[config.mk]
export PLATFORM = sky130hd
export DESIGN_NAME = ttf_sqrt
export DESIGN_NICKNAME = d
export VERILOG_FILES = /design/src/rtl/ttf_sqrt.sv
export SDC_FILE = /design/constraint.sdc
export NUM_CORES = 2
export LEC_CHECK = 0
export ABC_CLOCK_PERIOD_IN_PS = 4600
export BUFFER_PORTS_ARGS = -buffer_cell sky130_fd_sc_hd__buf_2
export CAP_MARGIN = 5
export CORE_ASPECT_RATIO = 1.5
export CORE_MARGIN = 5
export CORE_UTILIZATION = 35
export CTS_CLUSTER_DIAMETER = 40
export DETAILED_ROUTE_END_ITERATION = 10
export SETUP_SLACK_MARGIN = 0.4
export SLEW_MARGIN = 20
export SYNTH_ARGS = -nofsm -noshare
export SYNTH_HDL_FRONTEND = slang
export SYNTH_MEMORY_MAX_BITS = 65536
export SYNTH_SLANG_ARGS = --single-unit
[constraint.sdc]
create_clock -name clk -period 4.6 [get_ports clk]
set_input_delay 0.23 -clock clk [delete_from_list [all_inputs] [get_ports clk]]
set_output_delay 0.23 -clock clk [all_outputs]
set_load 0.03 [all_outputs]
[src/rtl/ttf_sqrt.sv]
// ----------------------------------------------------------------------------
// ttf_sqrt: pipelined integer square root
// Digit-by-digit floor square root, two radicand bits per stage. Side bits
// ride along with each word unchanged.
// ----------------------------------------------------------------------------
module ttf_sqrt #(
  parameter int RW = 32,
  parameter int SW = 1
) (
  input  logic            clk,
  input  logic            rst_n,
  input  logic            en,
  input  logic            in_vld,
  input  logic [2*RW-1:0] in_rad,
  input  logic [SW-1:0]   in_side,
  output logic            out_vld,
  output logic [RW-1:0]   out_root,
  output logic [SW-1:0]   out_side
);

  localparam int XW  = 2 * RW;
  localparam int EW  = RW + 2;
  localparam int R2W = RW + 4;

  logic          vld_r  [RW];
  logic [XW-1:0] x_r    [RW];
  logic [EW-1:0] rem_r  [RW];
  logic [RW-1:0] root_r [RW];
  logic [SW-1:0] side_r [RW];

  for (genvar i = 0; i < RW; i++) begin : g_stg
    logic           vld_i;
    logic [XW-1:0]  x_i;
    logic [EW-1:0]  rem_i;
    logic [RW-1:0]  root_i;
    logic [SW-1:0]  side_i;
    logic [R2W-1:0] rem2;
    logic [R2W-1:0] trial;
    logic           ge;
    logic [EW-1:0]  rem_nxt;
    logic [RW-1:0]  root_nxt;

    if (i == 0) begin : g_first
      assign vld_i  = in_vld;
      assign x_i    = in_rad;
      assign rem_i  = '0;
      assign root_i = '0;
      assign side_i = in_side;
    end else begin : g_next
      assign vld_i  = vld_r[i-1];
      assign x_i    = x_r[i-1];
      assign rem_i  = rem_r[i-1];
      assign root_i = root_r[i-1];
      assign side_i = side_r[i-1];
    end

    assign rem2     = {rem_i, x_i[XW-1 -: 2]};
    assign trial    = R2W'({root_i, 2'b01});
    assign ge       = rem2 >= trial;
    assign rem_nxt  = ge ? EW'(rem2 - trial) : EW'(rem2);
    assign root_nxt = {root_i[RW-2:0], ge};

    always_ff @(posedge clk) begin
      if (!rst_n) begin
        vld_r[i] <= 1'b0;
      end else if (en) begin
        vld_r[i] <= vld_i;
      end
    end

    always_ff @(posedge clk) begin
      if (en) begin
        x_r[i]    <= x_i << 2;
        rem_r[i]  <= rem_nxt;
        root_r[i] <= root_nxt;
        side_r[i] <= side_i;
      end
    end
  end

  assign out_vld  = vld_r[RW-1];
  assign out_root = root_r[RW-1];
  assign out_side = side_r[RW-1];

endmodule

Yosys cells after proc, flatten, opt, wreduce, memory -nomap -nowiden
Memory sizes are Yosys's and may differ from the RTL's.
Cells that the tools add are included.
{"block": "word_totals", "reg_bits": 0, "mem_bits_rw": 4160, "input_bits": 69, "output_inout_bits": 34, "elab_cells": 170, "mem_count": 5}
{"block": "op_classes", "addsub": 32, "order_cmp": 32, "muxes": 69, "bitwise": 32}
{"name": "x_r", "depth": 32, "width": 62, "read_ports": 31, "rd_ports_with_merged_regs": 0, "write_ports": 32, "line": "26", "source": "logic [XW-1:0] x_r [RW];"}
{"name": "rem_r", "depth": 32, "width": 34, "read_ports": 31, "rd_ports_with_merged_regs": 0, "write_ports": 32, "line": "27", "source": "logic [EW-1:0] rem_r [RW];"}
{"name": "root_r", "depth": 32, "width": 32, "read_ports": 32, "rd_ports_with_merged_regs": 0, "write_ports": 32, "line": "28", "source": "logic [RW-1:0] root_r [RW];"}
{"name": "side_r", "depth": 32, "width": 1, "read_ports": 32, "rd_ports_with_merged_regs": 0, "write_ports": 32, "line": "29", "source": "logic [SW-1:0] side_r [RW];"}
{"name": "vld_r", "depth": 32, "width": 1, "read_ports": 32, "rd_ports_with_merged_regs": 0, "write_ports": 32, "line": "25", "source": "logic vld_r [RW];"}
{"operator": "greater-or-equal comparator 36 x 34 -> 1 bit", "count": 31}
{"operator": "2-to-1 mux 34 bit", "count": 32}
{"operator": "subtractor 34 bit", "count": 31}
{"operator": "2-to-1 mux 1 bit", "count": 37}
{"operator": "OR 1 bit", "count": 32}
{"operator": "subtractor 2 x 1 -> 3 bit (second input constant)", "count": 1}
{"operator": "greater-or-equal comparator 2 x 1 -> 1 bit (second input constant)", "count": 1}

Depth between registers and ports, before layout
{"block": "logic_depth", "ltp_word": 4, "ltp_mapped": 14, "depth_no_buf": 12}

Least setup slack after synthesis
No wires, ideal clock.
{"block": "synth_path", "path_type": "reg-to-reg", "from": "mem rem_r[5][34] (netlist name)", "to": "mem rem_r[5][92] (netlist name) (data pin)", "setup_time_ps": 266, "arrival_ps": 3285, "required_ps": 4334, "setup_slack_ps": 1049, "path_stages_with_launch": 11, "n_path_buf": 0, "synth_period_minus_slack_ps": 3551, "path_cell_list": "edfxtp_1 > ha_1 > nor2b_1 > o311a_1 > o41a_1 > o31a_1 > a221o_1 > a31oi_1 > clkinv_1 > and3_1 > xor2_1"}
{"item": "from (decl)", "line": "27"}

==> flow_summary.json <==
{
  "dieWidth_um": 487,
  "r2r_start": "root_r[20][3]",
  "die_area_um2": 353000,
  "tritoncts": "yes",
  "syn_area_um2": 119000,
  "worst-setup-path-type": "flop to flop",
  "leakage_nw": 52.9,
  "first_pass_iters": 6,
  "reg2reg_depth": 11,
  "drt_iter0_markers": 3681,
  "utilization_pct": 41.1,
  "crit_top_cell": "nor2_1",
  "finalHoldViolCount": 0,
  "synthDistinctLibCells": 84,
  "cts.clk_slew.worst_paths_ns": 0.06,
  "cts_sinks": 2587,
  "io_buffer_count": 102,
  "postRouteAntennaNets": 0,
  "cp_slowest_cell": "edfxtp_1",
  "post-place-ws_ns": 0.187,
  "whs_path_depth": 3,
  "grt_overflow": 0,
  "end_kind": "flop",
  "setup_violations": 0,
  "status": "finished clean",
  "routed_wl_um": 259000,
  "cts_root_buffer": "clkbuf_16",
  "row_count": 262,
  "max_freq_mhz": 249,
  "initial_core_util_pct": 35.1,
  "slowest_delay_ns": 0.67,
  "drive_gt1_share_pct": 9.92,
  "ff2ff_setup_slack_ns": 0.58,
  "seq_area_frac_synth_pct": 65.1,
  "dominantRegCellSynth": "edfxtp_1",
  "path_cells": "inv_1, ha_1, a211oi_1, nor2_1, o31a_1, nor4_1, nor2_1, buf_4, a31oi_4, nand2_1, o21ai_1",
  "cts_buffers": 355,
  "drv_slew": 0,
  "period_needed_ns": 4.02,
  "avgSynthCellArea_um2": 13.1,
  "route.vias.total": 72466,
  "fp.dieH_um": 725,
  "cp_max_fo": 24,
  "worstPathRequired_ns": 5.12,
  "synthTopCellsByArea": "edfxtp_1 (65%), ha_1 (5.9%), xor2_1 (3.3%)",
  "drc": 0,
  "ir_drop_mv": 0.337,
  "grt_pass1_wl_um": 402000,
  "place.gp.congestion": 0.946,
  "grt_max_degree": 185,
  "wl_per_cell_um": 17.9,
  "rsz0062_at_grt": "no",
  "core_area_um2": 340000,
  "insertion_delay_ns": 0.90,
  "cp.arrival_ns": 4.54,
  "startpoint_type": "flop",
  "worst_hold_slack_ns": 0.189,
  "yosys_warnings": 0,
  "hp-class": "primary input to flop",
  "slew_headroom_pct": 26.2,
  "grt.total_usage_pct": 14.2,
  "whs_endpoint": "rem_r[0][0]",
  "pin_count": 103,
  "synth_top_cell_area_share_pct": 65.1,
  "r2r_end": "rem_r[5][38]",
  "num-fill-cells": 31404,
  "synth_top_area_cell": "edfxtp_1",
  "dp_hpwl_um": 187000,
  "syn_inst": 9131,
  "worst_pin_slew_ns": 1.10,
  "cts_max_level": 5,
  "power_density_nw_per_um2": 518,
  "ys_seq_elements": 2587,
  "clock_skew_ns": 0.0610,
  "grt_pass1_vias": 75910,
  "tns_ns": 0,
  "area_growth_pct": 16.9,
  "clockBufferDepth": 4,
  "crit_buf_inv": 2,
  "hold_start": "in_rad[62]",
  "via_per_inst": 5.00,
  "synth_edf_count": 2586,
  "cp_top_family": "compound AO/OA/AOI/OAI gates",
  "layout.nets": 10331,
  "cap_violations": 0,
  "async_flop_share_pct": 0,
  "finalPower_w": 0.0723,
  "synth_nets": 9762,
  "fin_crit_sh_pct": 87.4,
  "antenna_found_initial": 5,
  "fin_ws_ns": 0.581
}
==> worst reg2reg max path, cell delays in order (launching register included) <==
cell	delay, ns
edfxtp_1	0.67
inv_1	0.10
ha_1	0.37
a211oi_1	0.25
nor2_1	0.11
o31a_1	0.33
nor4_1	0.28
nor2_1	0.09
buf_4	0.17
a31oi_4	0.66
nand2_1	0.15
o21ai_1	0.50
==> worst max path at each step <==
stage,startpoint,endpoint,slack [ns],depth (start not counted)
after global routing,root_r[20][3],rem_r[5][38],0.42,11
final,root_r[20][3],rem_r[5][38],0.58,11
after detailed placement,root_r[22][0],rem_r[5][133],0.19,12
after floorplan,rem_r[5][34],rem_r[5][92],1.05,10
after CTS,root_r[22][0],rem_r[5][133],0.44,12
after global placement,root_r[20][3],rem_r[5][39],0.02,10
==> metrics by stage <==
step / cells / area, µm²
after floorplan: 9131 / 119000
after global placement: 13697 / 126000
after detailed placement: 13698 / 126000
after CTS: 14486 / 139000
after global routing: 14498 / 139000
final: 14498 / 139000
==> area by class of cell <==
| cell class | instances | area [µm²] | area share (%) |
|---|---|---|---|
| Clock buffer | 398 | 9170 | 6.57 |
| Inverter | 715 | 2680 | 1.92 |
| Sequential cell | 2587 | 77700 | 55.7 |
| Multi-Input combinational cell | 5668 | 38500 | 27.6 |
| Clock inverter | 257 | 2650 | 1.90 |
| Timing Repair Buffer | 373 | 3140 | 2.25 |
| Tap cell | 4488 | 5620 | 4.03 |
| Antenna cell | 12 | 30.0 | 0.0215 |
==> report_power, final <==
part | total, W | switching, W | internal [W]
clock | 0.0270 | 0.0108 | 0.0161
sequential | 0.0316 | 0.00184 | 0.0298
combinational | 0.0137 | 0.00802 | 0.00573
==> Yosys cell counts, drive strengths merged, types with 54 or more instances <==
cell / number
nor3: 245
edfxtp: 2586
inv: 714
o31ai: 73
a211oi: 63
or4: 58
or3: 101
nor2b: 83
o21ai: 471
and3: 82
nand2: 650
nor4: 121
o21a: 100
xnor2: 388
xor2: 452
nand3: 124
clkbuf: 134
nand4: 81
nand2b: 103
a21oi: 542
a21o: 222
mux2: 66
or2: 54
ha: 562
nor2: 523
==> kinds of logic (layout without fill, tap and decap cells) <==
family	count (synthesis)	count (layout)	synth area share, %
fa+ha+maj	562	562	5.89
mux	82	82	0.757
other cells	1	13	0.00314
xor+xnor	840	840	6.16
flops	2587	2587	65.1
simple gates	2368	2368	9.88
buf+inv	876	1743	2.77
compound gates	1815	1815	9.47
==> flip-flops by register name, summed over array words and instances (netlist names) <==
signal,count
vld_r,32
x_r,992
side_r,32
root_r,528
rem_r,1003
==> layer usage <==
layer / vias up / global-route usage, % / part of all wire [%] / wire [µm]
met3: 739 / 2.28 / 3.5 / 9160
met4: 0 / 9.01 / 7.0 / 18100
li1: 35164 / - / - / -
met2: 1500 / 28.9 / 57 / 147000
met1: 35063 / 12.6 / 33 / 84500
met5: - / 0 / 0 / 0
==> cells in the final DEF, fill, tap and decap left out, drive strengths merged, types with 133 or more instances in the layout <==
master	count
edfxtp	2586
inv	790
nand2	650
ha	562
a21oi	542
nor2	523
o21ai	471
xor2	452
clkbuf	398
xnor2	388
nor3	245
buf	240
a21o	222
dlygate4sd3	133
==> repair_timing <==
item / CTS / global route
resized for setup: 3 / 2
buffers inserted: 0 / 0
hold buffers: 133 / 0
endpoints found under the setup margin: 5 / 20
hold endpoints to repair: 145 / 0
Power figures use the tool's default switching activity.
